===== config.mk =====
export PLATFORM = sky130hd
export DESIGN_NAME = ascii_uint32_parser_flat
export DESIGN_NICKNAME = d
export VERILOG_FILES = /design/src/rtl/aup_pkg.sv /design/src/rtl/aup_if.sv /design/src/rtl/aup_digit.sv /design/src/rtl/aup_core.sv /design/src/rtl/ascii_uint32_parser.sv /design/src/flat_wrapper.sv
export SDC_FILE = /design/constraint.sdc
export NUM_CORES = 1
export LEC_CHECK = 0
export ABC_AREA = 0
export BUFFER_PORTS_ARGS = -buffer_cell sky130_fd_sc_hd__clkbuf_2
export CORE_UTILIZATION = 47
export CTS_CLUSTER_SIZE = 12
export DETAILED_ROUTE_END_ITERATION = 10
export HOLD_SLACK_MARGIN = 0.12
export PLACE_DENSITY = 0.64
export REMOVE_ABC_BUFFERS = 1
export SLEW_MARGIN = 20
export SYNTH_ARGS = -nofsm -noshare
export SYNTH_HDL_FRONTEND = slang
export SYNTH_SLANG_ARGS = --single-unit

===== constraint.sdc =====
create_clock -name clk -period 5.6 [get_ports clk]
set_input_delay 0.56 -clock clk [delete_from_list [all_inputs] [get_ports clk]]
set_output_delay 0.56 -clock clk [all_outputs]
set_load 0.02 [all_outputs]

===== src/rtl/aup_pkg.sv =====
// ----------------------------------------------------------------------------
// aup_pkg
// Types and character constants of the ASCII to uint32 parser.
// ----------------------------------------------------------------------------
package aup_pkg;

  // Item kinds on the input channel
  localparam logic KIND_CHAR = 1'b0;
  localparam logic KIND_END  = 1'b1;

  // ASCII codes
  localparam logic [7:0] CHAR_0  = 8'h30;
  localparam logic [7:0] CHAR_9  = 8'h39;
  localparam logic [7:0] CHAR_LX = 8'h78;
  localparam logic [7:0] CHAR_UX = 8'h58;
  localparam logic [7:0] CHAR_LA = 8'h61;
  localparam logic [7:0] CHAR_LF = 8'h66;
  localparam logic [7:0] CHAR_UA = 8'h41;
  localparam logic [7:0] CHAR_UF = 8'h46;

  localparam logic [3:0] HEX_LETTER_BASE = 4'd10;

  typedef struct packed {
    logic       kind;
    logic [7:0] character;
  } aup_item_t;

  typedef struct packed {
    logic        valid;
    logic [3:0]  value;
  } aup_digit_t;

  typedef struct packed {
    logic [31:0] value;
    logic        ok;
  } aup_result_t;

endpackage


===== src/rtl/aup_if.sv =====
// ----------------------------------------------------------------------------
// aup_if
// Valid/ready channels of the parser: character items in, results out.
// ----------------------------------------------------------------------------
interface aup_in_if;
  logic       valid;
  logic       ready;
  logic       kind;
  logic [7:0] character;

  modport source (output valid, output kind, output character, input ready);
  modport sink   (input valid, input kind, input character, output ready);
endinterface

interface aup_out_if;
  logic        valid;
  logic        ready;
  logic [31:0] value;
  logic        ok;

  modport source (output valid, output value, output ok, input ready);
  modport sink   (input valid, input value, input ok, output ready);
endinterface


===== src/rtl/aup_digit.sv =====
// ----------------------------------------------------------------------------
// aup_digit
// Map one ASCII code to its digit value in base ten or sixteen.
// ----------------------------------------------------------------------------
module aup_digit
  import aup_pkg::*;
(
  input  logic [7:0] character,
  input  logic       hex,
  output aup_digit_t digit
);

  logic is_dec;
  logic is_lower;
  logic is_upper;

  assign is_dec   = (character >= CHAR_0)  && (character <= CHAR_9);
  assign is_lower = (character >= CHAR_LA) && (character <= CHAR_LF);
  assign is_upper = (character >= CHAR_UA) && (character <= CHAR_UF);

  always_comb begin
    digit.valid = 1'b0;
    digit.value = '0;
    if (is_dec) begin
      digit.valid = 1'b1;
      digit.value = 4'(character - CHAR_0);
    end else if (hex && is_lower) begin
      digit.valid = 1'b1;
      digit.value = 4'(character - CHAR_LA) + HEX_LETTER_BASE;
    end else if (hex && is_upper) begin
      digit.valid = 1'b1;
      digit.value = 4'(character - CHAR_UA) + HEX_LETTER_BASE;
    end
  end

endmodule


===== src/rtl/aup_core.sv =====
// ----------------------------------------------------------------------------
// aup_core
// Per-string state: phase, base, accumulator and sticky fault flags.
// ----------------------------------------------------------------------------
module aup_core
  import aup_pkg::*;
(
  input  logic        clk,
  input  logic        rst_n,
  input  logic        step,
  input  aup_item_t   item,
  input  logic        decimal_only,
  output aup_result_t result
);

  typedef enum logic [1:0] {
    PH_START,
    PH_ZERO,
    PH_PREFIX,
    PH_BODY
  } phase_t;

  phase_t      phase_r, phase_nxt;
  logic [31:0] acc_r, acc_nxt;
  logic        hex_r, hex_nxt;
  logic        ovf_r, ovf_nxt;
  logic        bad_r, bad_nxt;

  aup_digit_t  digit;
  logic [35:0] scaled;
  logic [35:0] sum;
  logic        is_x;

  aup_digit u_digit (
    .character (item.character),
    .hex       (hex_r),
    .digit     (digit)
  );

  // acc * 16 or acc * 10 as shifts, then add the digit
  assign scaled = hex_r ? {acc_r, 4'b0000}
                        : ({1'b0, acc_r, 3'b000} + {3'b000, acc_r, 1'b0});
  assign sum    = scaled + {32'd0, digit.value};
  assign is_x   = (item.character == CHAR_LX) || (item.character == CHAR_UX);

  always_comb begin
    phase_nxt = phase_r;
    acc_nxt   = acc_r;
    hex_nxt   = hex_r;
    ovf_nxt   = ovf_r;
    bad_nxt   = bad_r;
    if (item.kind == KIND_END) begin
      phase_nxt = PH_START;
      acc_nxt   = '0;
      hex_nxt   = 1'b0;
      ovf_nxt   = 1'b0;
      bad_nxt   = 1'b0;
    end else if (phase_r == PH_START && item.character == CHAR_0 && !decimal_only) begin
      phase_nxt = PH_ZERO;
    end else if (phase_r == PH_ZERO && is_x && !decimal_only) begin
      phase_nxt = PH_PREFIX;
      hex_nxt   = 1'b1;
    end else begin
      phase_nxt = PH_BODY;
      if (!digit.valid) begin
        bad_nxt = 1'b1;
      end else if (sum[35:32] != 4'd0) begin
        ovf_nxt = 1'b1;
      end else begin
        acc_nxt = sum[31:0];
      end
    end
  end

  always_comb begin
    result.ok    = (phase_r == PH_ZERO || phase_r == PH_BODY) && !ovf_r && !bad_r;
    result.value = result.ok ? acc_r : '0;
  end

  always_ff @(posedge clk) begin
    if (!rst_n) begin
      phase_r <= PH_START;
      acc_r   <= '0;
      hex_r   <= 1'b0;
      ovf_r   <= 1'b0;
      bad_r   <= 1'b0;
    end else if (step) begin
      phase_r <= phase_nxt;
      acc_r   <= acc_nxt;
      hex_r   <= hex_nxt;
      ovf_r   <= ovf_nxt;
      bad_r   <= bad_nxt;
    end
  end

endmodule


===== src/rtl/ascii_uint32_parser.sv =====
// ----------------------------------------------------------------------------
// ascii_uint32_parser
// Streaming parser of decimal or 0x-prefixed hex ASCII strings to uint32.
// ----------------------------------------------------------------------------
// Usage:
//   in_ch carries one transaction per character (kind = 0) or an
//   end-of-string marker (kind = 1). out_ch carries one transaction per
//   end-of-string: the parsed value and an ok flag (value is 0 when not ok).
//   cfg_we/cfg_wdata write decimal_only; write it only while idle.
// Timing:
//   An input register feeds the digit step, which writes the result
//   register. An accepted end-of-string marker passes both registers before
//   its result shows on out_ch. One item is taken per cycle unless a marker
//   waits for the result register; the accumulator multiply-add is combinational.
// Reset (rst_n low at a clock edge, synchronous):
//   Clears the string state, decimal_only and both valid flags.
// Backpressure:
//   Characters keep flowing while a result waits on out_ch. An
//   end-of-string marker holds in the input register until the result
//   register frees, and in_ch.ready stays low while it waits.
// ----------------------------------------------------------------------------
module ascii_uint32_parser
  import aup_pkg::*;
(
  input  logic         clk,
  input  logic         rst_n,
  aup_in_if.sink       in_ch,
  aup_out_if.source    out_ch,
  input  logic         cfg_we,
  input  logic         cfg_wdata
);

  logic        decimal_only_r;

  // input register
  logic        s1_valid_r;
  aup_item_t   s1_item_r;

  // result register
  logic        out_valid_r;
  aup_result_t out_result_r;

  aup_result_t result;
  logic        out_free;
  logic        s1_step;

  // The result register takes a new transaction when empty or being drained.
  assign out_free = !out_valid_r || out_ch.ready;
  // Characters never need the result register; a marker waits for it.
  assign s1_step  = s1_valid_r && (s1_item_r.kind == KIND_CHAR || out_free);

  assign in_ch.ready = !s1_valid_r || s1_step;

  assign out_ch.valid = out_valid_r;
  assign out_ch.value = out_result_r.value;
  assign out_ch.ok    = out_result_r.ok;

  aup_core u_core (
    .clk          (clk),
    .rst_n        (rst_n),
    .step         (s1_step),
    .item         (s1_item_r),
    .decimal_only (decimal_only_r),
    .result       (result)
  );

  always_ff @(posedge clk) begin
    if (!rst_n) begin
      decimal_only_r <= 1'b0;
    end else if (cfg_we) begin
      decimal_only_r <= cfg_wdata;
    end
  end

  // Load the input register on every accepted transaction; drop it once stepped.
  always_ff @(posedge clk) begin
    if (!rst_n) begin
      s1_valid_r <= 1'b0;
    end else if (in_ch.valid && in_ch.ready) begin
      s1_valid_r <= 1'b1;
    end else if (s1_step) begin
      s1_valid_r <= 1'b0;
    end
  end

  always_ff @(posedge clk) begin
    if (in_ch.valid && in_ch.ready) begin
      s1_item_r.kind      <= in_ch.kind;
      s1_item_r.character <= in_ch.character;
    end
  end

  // Capture the result when a marker steps; otherwise hold until taken.
  always_ff @(posedge clk) begin
    if (!rst_n) begin
      out_valid_r <= 1'b0;
    end else if (s1_step && s1_item_r.kind == KIND_END) begin
      out_valid_r <= 1'b1;
    end else if (out_ch.ready) begin
      out_valid_r <= 1'b0;
    end
  end

  always_ff @(posedge clk) begin
    if (s1_step && s1_item_r.kind == KIND_END) begin
      out_result_r <= result;
    end
  end

endmodule


===== src/flat_wrapper.sv =====
// flat-port wrapper written by rule: the top's interface ports become plain ports
module ascii_uint32_parser_flat import aup_pkg::*;
  (clk, rst_n, cfg_we, cfg_wdata, in_ch_valid, in_ch_kind, in_ch_character, in_ch_ready, out_ch_valid, out_ch_value, out_ch_ok, out_ch_ready);
  aup_in_if in_ch_i ();
  aup_out_if out_ch_i ();
  input  logic clk;
  input  logic rst_n;
  input  logic cfg_we;
  input  logic cfg_wdata;
  input wire logic [$bits(in_ch_i.valid)-1:0] in_ch_valid;
  input wire logic [$bits(in_ch_i.kind)-1:0] in_ch_kind;
  input wire logic [$bits(in_ch_i.character)-1:0] in_ch_character;
  output wire logic [$bits(in_ch_i.ready)-1:0] in_ch_ready;
  output wire logic [$bits(out_ch_i.valid)-1:0] out_ch_valid;
  output wire logic [$bits(out_ch_i.value)-1:0] out_ch_value;
  output wire logic [$bits(out_ch_i.ok)-1:0] out_ch_ok;
  input wire logic [$bits(out_ch_i.ready)-1:0] out_ch_ready;
  assign in_ch_i.valid = in_ch_valid;
  assign in_ch_i.kind = in_ch_kind;
  assign in_ch_i.character = in_ch_character;
  assign in_ch_ready = in_ch_i.ready;
  assign out_ch_valid = out_ch_i.valid;
  assign out_ch_value = out_ch_i.value;
  assign out_ch_ok = out_ch_i.ok;
  assign out_ch_i.ready = out_ch_ready;
  ascii_uint32_parser u_core (.clk(clk), .rst_n(rst_n), .in_ch(in_ch_i), .out_ch(out_ch_i), .cfg_we(cfg_we), .cfg_wdata(cfg_wdata));
endmodule

==> summary.md, run 1 <==
| Metric | Value |
|---|---|
| Status | `completed` |
| Share of layout cells above drive strength 1 | `0.156` |
| DP HPWL | `12500 um` |
| Die X | `120 um` |
| Gate Count Post-Synth | `about 740` |
| Register bit total from synthesis | `82` |
| IR drop worst, VDD | `0.0981 mV` |
| Clock Latency Late Sink | `350 ps` |
| Yosys top cell area share | `0.194` |
| CTS H-tree lvls | `3` |
| F_max | `~0.20 GHz` |
| Post-synth EDFFs | `42` |
| Largest net degree at the start of global routing | `48` |
| Syn Area/Cell | `8.82 um^2` |
| Minimum clock period | `4930 ps` |
| Routed vias | `5713` |
| Post-synth top cells | `59 x nand2_1, 57 x nor2_1, 43 x inv_1` |
| Final antenna-violating net count | `0` |
| Core area | `approximately 0.013 mm^2` |
| Post-synth top flop | `edfxtp_1` |
| Slew HR | `0.400` |
| First-pass GRT wire length | `27400 um` |
| Nets@finish | `831` |
| Total global routing overflow | `0` |
| Via density | `5.96` |
| Pleak | `between 2 and 3 nW` |
| Die height | `120 um` |
| Hold_ws | `377 ps` |
| Clock Sinks | `82` |
| CP Capture Type | `flop` |
| CP required | `5810 ps` |
| CP max FO | `15` |
| Placer congestion estimate | `between 0.9 and 1` |
| Crit path DAT | `5140 ps` |
| Diodes inserted | `0` |
| Clock Path Buffers | `2` |
| Vias in the first global route | `5557` |
| Slew @ Worst Pin | `901 ps` |
| Die area | `about 0.014 mm^2` |
| DR DRC count | `0` |
| Number of gates resized after cts | `0` |
| RSZ-0062 raised after global routing | `no` |
| Max-cap viol count | `0` |
| Hold Path Class | `input port to flop` |
| Crit start category | `flop` |
| Syn-to-layout area delta | `10.3%` |
| Initial antenna violation count | `0` |
| Reg clk slew, reported paths | `60 ps` |
| Initial DRT Pass Iterations | `5` |
| Postcts setup bufs | `0` |
| CTS root buffer | `clkbuf_16` |
| Total GRT Usage | `0.242` |
| PortBufs | `49` |
| CTS tree | `done` |
| Final hold violations | `0` |
| TritonCTS buffer count | `9` |
| Finish-stage setup viols | `0` |
| Fillers | `1226` |
| DRT iter0 DRCs | `347` |
| Async S/R FF share, synth | `0` |
| Starting Density | `0.486` |
| Register area share after synthesis | `0.317` |
| Worst Skew | `6.79 ps` |
| WL final | `16600 um` |
| WL/cell | `between 15 and 20 um` |
| Post-cts hold buffer count | `0` |
| Sum of negative setup slack | `0 ps` |
| Mapped cell area | `0.00651 mm^2` |
| Max Slew Vio Count | `0` |
| I/O pin total | `50` |
| Tcrit/Tclk final | `0.881` |
| Cell taking the most area after synthesis | `edfxtp_1` |
| Dominant cells by area after synthesis | `edfxtp_1 19%, dfxtp_1 12%, ha_1 7.1%` |
| Kind of critical path | `flop to flop` |
| Most common cell in the synthesized netlist | `nand2_1` |
| Synth cell types | `81` |
| # rows | `42` |
| Synth Warn # | `0` |
| Power Dens Cells | `183 mW/mm^2` |
worst max-delay path, stage by stage (launching register included):
cell and delay [ps]:
dfxtp_1 350, ha_1 220, fa_1 410, a21o_1 190, a221o_2 440, a221oi_4 360
nor4b_1 100, or3_4 440, a211oi_4 290, nand3_2 270, nor4_1 310, nand2_1 130
o32ai_4 830, buf_4 340, o22ai_2 90
metal layers:
| metal | track usage | share of wire |
|---|---|---|
| met5 | 0 | 0 |
| met1 | 0.323 | 0.46 |
| met3 | 0.0394 | 0.052 |
| met4 | 0.0930 | 0.024 |
| met2 | 0.392 | 0.47 |
kinds of logic after synthesis:
| logic type | after synthesis | synth area share |
|---|---|---|
| simple gates | 286 | 0.238 |
| compound gates | 203 | 0.239 |
| flops | 82 | 0.317 |
| buf+inv | 73 | 0.0515 |
| xor+xnor | 39 | 0.0525 |
| fa+ha+maj | 39 | 0.0772 |
| mux | 16 | 0.0250 |
flip-flops by register name, indices dropped and copies added (netlist names):
signal	flops
u_core.decimal_only_r	1
u_core.out_ch.ok	1
u_core.out_ch.valid	1
u_core.out_ch.value	32
u_core.s1_item_r	9
u_core.s1_valid_r	1
u_core.u_core.acc_r	32
u_core.u_core.bad_r	1
u_core.u_core.hex_r	1
u_core.u_core.ovf_r	1
u_core.u_core.phase_r	2
cell type report:
cell class | instances | area [um^2] | area share
multi-input cells | 583 | 4130 | 0.574
flip-flops and latches | 82 | 2060 | 0.287
repair buffers | 57 | 305 | 0.0425
clock buffers | 13 | 283 | 0.0394
well taps | 176 | 220 | 0.0307
inverters | 44 | 165 | 0.0230
clock inverters | 3 | 18.8 | 0.00261
worst paths after layout:
| path | from | end | slack, ps | depth (start not counted) |
|---|---|---|---|---|
| max | u_core.u_core.acc_r[2]$_SDFFE_PN0P_ | u_core.u_core.acc_r[14]$_SDFFE_PN0P_ | 670 | 14 |
| min | in_ch_character[2] | u_core.s1_item_r[2]$_DFFE_PP_ | 380 | 1 |
| max reg2reg | u_core.u_core.acc_r[2]$_SDFFE_PN0P_ | u_core.u_core.acc_r[14]$_SDFFE_PN0P_ | 670 | 14 |
| min reg2reg | u_core.u_core.phase_r[1]$_SDFFE_PN0P_ | u_core.u_core.phase_r[1]$_SDFFE_PN0P_ | 530 | 2 |
through the flow:
step | area [um^2] | cells | util | power, mW | setup WS [ps]
after global routing | 7180 | 958 | 0.536 | 1.36 | 298
after CTS | 7170 | 958 | 0.535 | 1.32 | 652
final | 7180 | 958 | 0.536 | 1.31 | 667
after detailed placement | 6870 | 942 | 0.513 | 0.722 | 682
after global placement | 6870 | 942 | 0.513 | 0.720 | 811
after floorplan | 6340 | 709 | - | 0.697 | 918
cell usage in the layout, fill, tap and decap left out, types with 6 or more instances in the layout:
| cell | netlist | layout |
|---|---|---|
| a211oi_1 | 9 | 9 |
| a21o_1 | 9 | 9 |
| a21oi_1 | 41 | 41 |
| a31oi_1 | 10 | 10 |
| and2_1 | 40 | 40 |
| and3_1 | 11 | 11 |
| buf_4 | 1 | 8 |
| clkbuf_16 | 0 | 11 |
| clkbuf_2 | 0 | 49 |
| dfxtp_1 | 40 | 39 |
| edfxtp_1 | 42 | 42 |
| ha_1 | 37 | 37 |
| inv_1 | 43 | 43 |
| mux2i_1 | 14 | 14 |
| nand2_1 | 59 | 59 |
| nand2b_1 | 9 | 9 |
| nand3_1 | 22 | 22 |
| nand4_1 | 11 | 11 |
| nor2_1 | 57 | 57 |
| nor2b_1 | 9 | 9 |
| nor3_1 | 17 | 17 |
| nor4_1 | 14 | 14 |
| o211ai_1 | 9 | 9 |
| o21ai_0 | 28 | 28 |
| o21ai_1 | 15 | 15 |
| o22ai_2 | 28 | 28 |
| o31ai_1 | 6 | 6 |
| or3_1 | 7 | 7 |
| xnor2_1 | 22 | 22 |
| xor2_1 | 17 | 17 |
power by group:
group / internal (mW) / leakage, nW / switching (mW)
Clock: 0.354 / 0.146 / 0.251
Sequential: 0.641 / 0.725 / 0.00758
Combinational: 0.0198 / 1.78 / 0.0407
Total: 1.02 / 2.65 / 0.299
Note: power is estimated with default switching activity, not from simulation.
==> inputs of run 2 (changes only) <==
Settings changed: ABC_AREA 0 to 1, PLACE_DENSITY 0.64 to 0.63.
==> run 2 against run 1 <==
Synthesized cell count up 74%. Combinational power rose to 6.1 times the previous value. Register-to-register slack gained 350 ps. Worst hold slack is essentially flat. Design area up 16%. Via count up 35%. Wire length increased by 31%. Clock power down 6.1%. Sequential power is 6.2% higher. Synthesized area grew 18%. Sequential share of layout area shrank 4.0 points. Critical path type unchanged. Largest cell class unchanged. Highest routed layer unchanged.
==> summary.md, run 2 <==
| Metric | Value |
|---|---|
| Status | `completed` |
| PortBufs | `49 (unchanged)` |
| Gate Count Post-Synth | `1287 (+74%)` |
| Final antenna-violating net count | `0 (unchanged)` |
| Post-synth top flop | `edfxtp_1` |
| RSZ-0062 raised after global routing | `no` |
| Placed Cells | `1523 (+62%)` |
| IR drop worst, VDD | `0.150 mV (+53%)` |
| Share of layout cells above drive strength 1 | `0.0983 (-0.0577)` |
| Finished Cell Area | `0.00833 mm^2 (+16%)` |
| WL final | `21800 um (+31%)` |
| Power Dens Cells | `196 mW/mm^2 (+6.8%)` |
| Dpl ws | `1060 ps (+374 ps)` |
| Post-synth EDFFs | `42 (unchanged)` |
| Die area | `0.0169 mm^2 (+18%)` |
| Initial DRT Pass Iterations | `6 (+1)` |
| Most common cell in the synthesized netlist | `nand2_1` |
| TritonCTS buffer count | `9 (unchanged)` |
| Total GRT Usage | `0.271 (+0.0283)` |
| Max Slew Vio Count | `0 (unchanged)` |
| Register area share after synthesis | `0.268 (-0.0491)` |
| Pleak | `4.16 nW (+57%)` |
| Final setup margin | `1020 ps (+349 ps)` |
| Tot Pwr | `1.63 mW (+24%)` |
| Critical Path Max Stage Delay | `430 ps (-400 ps)` |
| Post-cts hold buffer count | `0 (unchanged)` |
| Commonest cells after routing, fill and taps aside | `425 x nand2_1, 214 x inv_1, 166 x nor2_1, 135 x nand3_1, 64 x a21oi_1` |
| CP max FO | `64 (+49)` |
| Setup crit start | `u_core.s1_item_r[0]$_DFFE_PP_` |
| Nets@finish | `1372 (+65%)` |
| Commonest non-fill, non-tap cell in the layout | `nand2_1` |
| CTS tree | `done` |
| R2r startpoint | `u_core.s1_item_r[0]$_DFFE_PP_` |
| CP required | `5850 ps (+40 ps)` |
| Dominant cells by area after synthesis | `nand2_1 21%, edfxtp_1 16%, inv_1 10%` |
| F_max | `0.218 GHz (+7.6%)` |
| First-pass GRT wire length | `34800 um (+27%)` |
| CP Capture Type | `flop` |
| Slew @ Worst Pin | `971 ps (+70.5 ps)` |
| Total global routing overflow | `0 (unchanged)` |
| Register bit total from synthesis | `82 (unchanged)` |
| Async S/R FF share, synth | `0 (unchanged)` |
| Die X | `130 um (+8.6%)` |
| Via density | `5.01 (-16%)` |
| Max-cap viol count | `0 (unchanged)` |
| DR DRC count | `0 (unchanged)` |
| Non-Filler Instances | `1539 (+61%)` |
| DRT iter0 DRCs | `684 (+97%)` |
| Die height | `130 um (+8.6%)` |
| DP HPWL | `16700 um (+33%)` |
| Starting Density | `0.483 (-0.00262)` |
| Finish-stage setup viols | `0 (unchanged)` |
| Post-synth top cells | `425 x nand2_1, 214 x inv_1, 166 x nor2_1` |
| Mapped cell area | `0.00770 mm^2 (+18%)` |
| Number of gates resized after cts | `0 (unchanged)` |
| Crit start category | `flop` |
| Min-delay src | `in_ch_character[0]` |
| Syn Area/Cell | `5.99 um^2 (-32%)` |
| Slowest library cell on the worst path | `edfxtp_1` |
| WL/cell | `14.2 um (-18%)` |
| Crit path DAT | `4830 ps (-310 ps)` |
| Syn-to-layout area delta | `8.12%` |
| Synth cell types | `41 (-49%)` |
| Synth Warn # | `0 (unchanged)` |
| CTS root buffer | `clkbuf_16` |
| Largest net degree at the start of global routing | `66 (+38%)` |
| Tcrit/Tclk final | `0.819 (-0.0623)` |
| CTS H-tree lvls | `3 (unchanged)` |
| Reg clk slew, reported paths | `70 ps (about the same)` |
| # rows | `46 (+9.5%)` |
| Postcts setup bufs | `0 (unchanged)` |
| I/O pin total | `50 (unchanged)` |
| Placed cell area | `0.00807 mm^2 (+17%)` |
| Routed vias | `7715 (+35%)` |
| Slew HR | `0.352 (-0.0477)` |
| Sum of negative setup slack | `0 ps (unchanged)` |
| Most frequent cell on the critical path | `nand2_1` |
| Clock Path Buffers | `2 (unchanged)` |
| Core area | `0.0159 mm^2 (+19%)` |
| Placer congestion estimate | `0.930 (+0.44%)` |
| Clock Latency Late Sink | `350 ps (about the same)` |
| Cell taking the most area after synthesis | `nand2_1` |
| Yosys top cell area share | `0.207 (+0.0134)` |
| Initial antenna violation count | `0 (unchanged)` |
| Clock Sinks | `82 (unchanged)` |
| Minimum clock period | `4580 ps (-349 ps)` |
| Kind of critical path | `flop to flop` |
| Final hold violations | `0 (unchanged)` |
| Hold Path Class | `input port to flop` |
| Worst Skew | `8.62 ps (+1.83 ps)` |
| Vias in the first global route | `6925 (+25%)` |
| Diodes inserted | `0 (unchanged)` |
[run 2: cell count changes after synthesis, sizes merged, moves of 13 or more]
cell   delta
nor2    +127
nand2   +380
o21ai    -19
nand3   +130
buf      +13
mux2i    -14
xor2     -16
xnor2    -22
nor4     -14
inv     +180
and2     -40
o22ai    -29
a21oi    +22
[run 2: layer usage]
| metal | GRT usage | wire (um) | vias up |
|---|---|---|---|
| li1 | - | - | 4096 |
| met1 | 0.387 | 10800 | 3376 |
| met2 | 0.419 | 9360 | 218 |
| met3 | 0.0353 | 1190 | 25 |
| met4 | 0.0876 | 479 | 0 |
| met5 | 0 | 0 | - |
[run 2: critical path: cells and delay by family (launching register included)]
| family | cells | cell delay [ps] |
|---|---|---|
| adders and majority gates | 2 | 520 |
| buffers and inverters | 3 | 340 |
| DFF | 1 | 430 |
| and+or+nand+nor | 23 | 2460 |
| AOI/OAI and AO/OA | 4 | 680 |
[run 2: worst paths after layout]
check,end,slack [ps],cells past startpoint
max,u_core.u_core.acc_r[3]$_SDFFE_PN0P_,1020,32
min reg2reg,u_core.u_core.phase_r[1]$_SDFFE_PN0P_,470,2
max reg2reg,u_core.u_core.acc_r[3]$_SDFFE_PN0P_,1020,32
min,u_core.s1_item_r[0]$_DFFE_PP_,380,1
[run 2: cells by family after synthesis]
| kind of cell | synth area share |
|---|---|
| AOI/OAI and AO/OA | 0.0715 |
| adders and majority gates | 0.0653 |
| buffers and inverters | 0.135 |
| DFF | 0.268 |
| xor gates and xnor gates | 0.00114 |
| and+or+nand+nor | 0.459 |
[run 2: final cells by class]
class | count | area, um^2
clock inverters | 6 | 33.8
inverters | 226 | 848
repair buffers | 53 | 275
flip-flops and latches | 82 | 2060
fillers | 1685 | 7610
clock buffers | 10 | 229
well taps | 216 | 270
multi-input cells | 946 | 4610
[run 2: where the power goes]
part           switching [mW]  internal, mW  total (mW)
Clock                   0.270         0.297       0.568
Combinational           0.257         0.116       0.372
Sequential             0.0332         0.656       0.689
Total                   0.560          1.07        1.63
[run 2: metrics by stage]
stage,hold slack [ps],utilization
finish,377,0.523
global route,365,0.523
global placement,454,0.506
floorplan,438,-
detailed placement,459,0.506
CTS,366,0.523
==> inputs of run 3 (changes only) <==
Clock period 5.6 ns to 4.6 ns, I/O delays scaled along.
==> run 3 against run 2 <==
The flow now finishes with violations (max-capacitance violations, max-slew violations). Cell count up 0.58%. Largest power group unchanged. Sequential cell count unchanged. Setup slack got worse by 700 ps. Largest cell class unchanged. Combinational power is 33% higher. Highest routed layer unchanged. Sequential share of layout area is 0.49 points lower.
==> summary.md, run 3 (same netlist as run 2, synthesis figures left out) <==
| Metric | Value |
|---|---|
| Power Dens Cells | `241 mW/mm^2 (+23%)` |
| Nets@finish | `1381 (+0.66%)` |
| IR drop worst, VDD | `0.187 mV (+25%)` |
| Tcrit/Tclk final | `0.931 (+0.112)` |
| Final core utilization | `0.533 (+0.0105)` |
| TritonCTS buffer count | `9 (unchanged)` |
| R2r startpoint | `u_core.s1_item_r[0]$_DFFE_PP_` |
| Commonest non-fill, non-tap cell in the layout | `nand2_1` |
| Starting Density | `0.483 (unchanged)` |
| Post-cts hold buffer count | `0 (unchanged)` |
| Clock Latency Late Sink | `360 ps (about the same)` |
| DP HPWL | `16800 um (+0.97%)` |
| Fillers | `1683 (-0.12%)` |
| I/O pin total | `50 (unchanged)` |
| FF+latch area | `0.00206 mm^2 (unchanged)` |
| Reg clk slew, reported paths | `60 ps (about the same)` |
| Clock Sinks | `82 (unchanged)` |
| Slew HR | `-0.0251 (-0.377)` |
| Max-cap viol count | `1 (+1)` |
| Core area | `0.0159 mm^2 (unchanged)` |
| Tot Pwr | `2.05 mW (+26%)` |
| First-pass GRT wire length | `35300 um (+1.2%)` |
| Worst r2r path cells | `31 (-3.1%)` |
| Minimum clock period | `4280 ps (-302 ps)` |
| Hold Path Class | `input port to flop` |
| Finished Cell Area | `0.00850 mm^2 (+2.0%)` |
| CTS root buffer | `clkbuf_16` |
| Die X | `130 um (unchanged)` |
| WL final | `22600 um (+3.7%)` |
| Setup crit start | `u_core.s1_item_r[0]$_DFFE_PP_` |
| Slack of the worst reg-to-reg path | `320 ps (-700 ps)` |
| Clock Path Buffers | `2 (unchanged)` |
| WL/cell | `14.6 um (+3.1%)` |
| Via density | `5.09 (+1.6%)` |
| Worst Skew | `15.8 ps (+7.14 ps)` |
| Status | `finished, violations left` |
| Hold_ws | `282 ps (-94.4 ps)` |
| Final antenna-violating net count | `0 (unchanged)` |
| Failing checks | `max-capacitance violations, max-slew violations` |
| CTS H-tree lvls | `3 (unchanged)` |
| Initial DRT Pass Iterations | `5 (-1)` |
| Pleak | `4.22 nW (+1.6%)` |
| DR DRC count | `0 (unchanged)` |
| Share of layout cells above drive strength 1 | `0.114 (+0.0159)` |
| Die area | `0.0169 mm^2 (unchanged)` |
| Commonest cells after routing, fill and taps aside | `421 x nand2_1, 213 x inv_1, 165 x nor2_1, 135 x nand3_1, 59 x a21oi_1` |
| F_max | `0.233 GHz (+7.0%)` |
| PortBufs | `49 (unchanged)` |
| Final hold violations | `0 (unchanged)` |
| Multi-input gate area | `0.00474 mm^2 (+2.7%)` |
| Kind of critical path | `flop to flop` |
| CP max FO | `8 (-88%)` |
| Finish-stage setup viols | `0 (unchanged)` |
| Die height | `130 um (unchanged)` |
| Routed vias | `7885 (+2.2%)` |
| # rows | `46 (unchanged)` |
| Largest net degree at the start of global routing | `65 (-1.5%)` |
| CTS tree | `done` |
| Sum of negative setup slack | `0 ps (unchanged)` |
| Slew @ Worst Pin | `1540 ps (+565 ps)` |
| Most frequent cell on the critical path | `nand2_2` |
| Crit start category | `flop` |
| CP Capture Point | `u_core.u_core.acc_r[3]$_SDFFE_PN0P_` |
| Placed cell area | `0.00808 mm^2 (+0.19%)` |
| Max Slew Vio Count | `30 (+30)` |
| R2R Path End | `u_core.u_core.acc_r[3]$_SDFFE_PN0P_` |
| Diodes inserted | `0 (unchanged)` |
| Critical Path Max Stage Delay | `430 ps (about the same)` |
| Slowest library cell on the worst path | `edfxtp_1` |
| Total GRT Usage | `0.273 (+0.00224)` |
| Placer congestion estimate | `0.982 (+5.5%)` |
| Total global routing overflow | `0 (unchanged)` |
| DRT iter0 DRCs | `560 (-18%)` |
| Initial antenna violation count | `0 (unchanged)` |
| Syn-to-layout area delta | `10.3%` |
| Vias in the first global route | `7209 (+4.1%)` |
| CP required | `4890 ps (-960 ps)` |
| CP Capture Type | `flop` |
| Crit path DAT | `4570 ps (-260 ps)` |
-- run 3: power by group --
group / total (mW) / internal, mW / switching (mW)
Combinational: 0.493 / 0.150 / 0.343
Clock: 0.719 / 0.396 / 0.323
Sequential: 0.840 / 0.799 / 0.0413
Total: 2.05 / 1.34 / 0.707
-- run 3: repair_timing --
item,4_1_cts,5_1_grt
setup endpoints to repair,0,32
resized for setup,0,16
endpoints found under the hold margin,0,0
buffers inserted,0,1
-- run 3: critical path, delay by kind of cell, from the launching register on --
family                     cells  cell delay, ps
AOI/OAI and AO/OA              5             590
DFF                            1             430
and+or+nand+nor               21            2430
adders and majority gates      2             510
buffers and inverters          3             260
-- run 3: worst min path at each step --
stage          cells after the start  slack (ps)                                   from                               endpoint
5_1_grt                            1         270                     in_ch_character[0]          u_core.s1_item_r[0]$_DFFE_PP_
6_report                           1         280                     in_ch_character[4]          u_core.s1_item_r[4]$_DFFE_PP_
3_5_place_dp                       2         460  u_core.u_core.phase_r[1]$_SDFFE_PN0P_  u_core.u_core.phase_r[1]$_SDFFE_PN0P_
3_3_place_gp                       2         450  u_core.u_core.phase_r[1]$_SDFFE_PN0P_  u_core.u_core.phase_r[1]$_SDFFE_PN0P_
4_1_cts                            1         280                     in_ch_character[7]          u_core.s1_item_r[7]$_DFFE_PP_
2_1_floorplan                      2         440       u_core.u_core.ovf_r$_SDFFE_PN0P_       u_core.u_core.ovf_r$_SDFFE_PN0P_
-- run 3: final cells by class --
cell class              instances  share of cell area
clock buffers                  12              0.0302
clock inverters                 4             0.00294
inverters                     226              0.0998
multi-input cells             952               0.558
flip-flops and latches         82               0.243
well taps                     216              0.0318
repair buffers                 56              0.0350
-- run 3: layer usage --
layer / track usage / routed length, um
met5: 0 / 0
met4: 0.103 / 630
met3: 0.0426 / 1310
met1: 0.370 / 10800
met2: 0.436 / 9860
-- run 3: through the flow --
stage               cells  setup WS, ps
global placement     1525           378
CTS                  1541           201
floorplan            1254         -1050
detailed placement   1525           219
global route         1548         -37.8
finish               1548           317
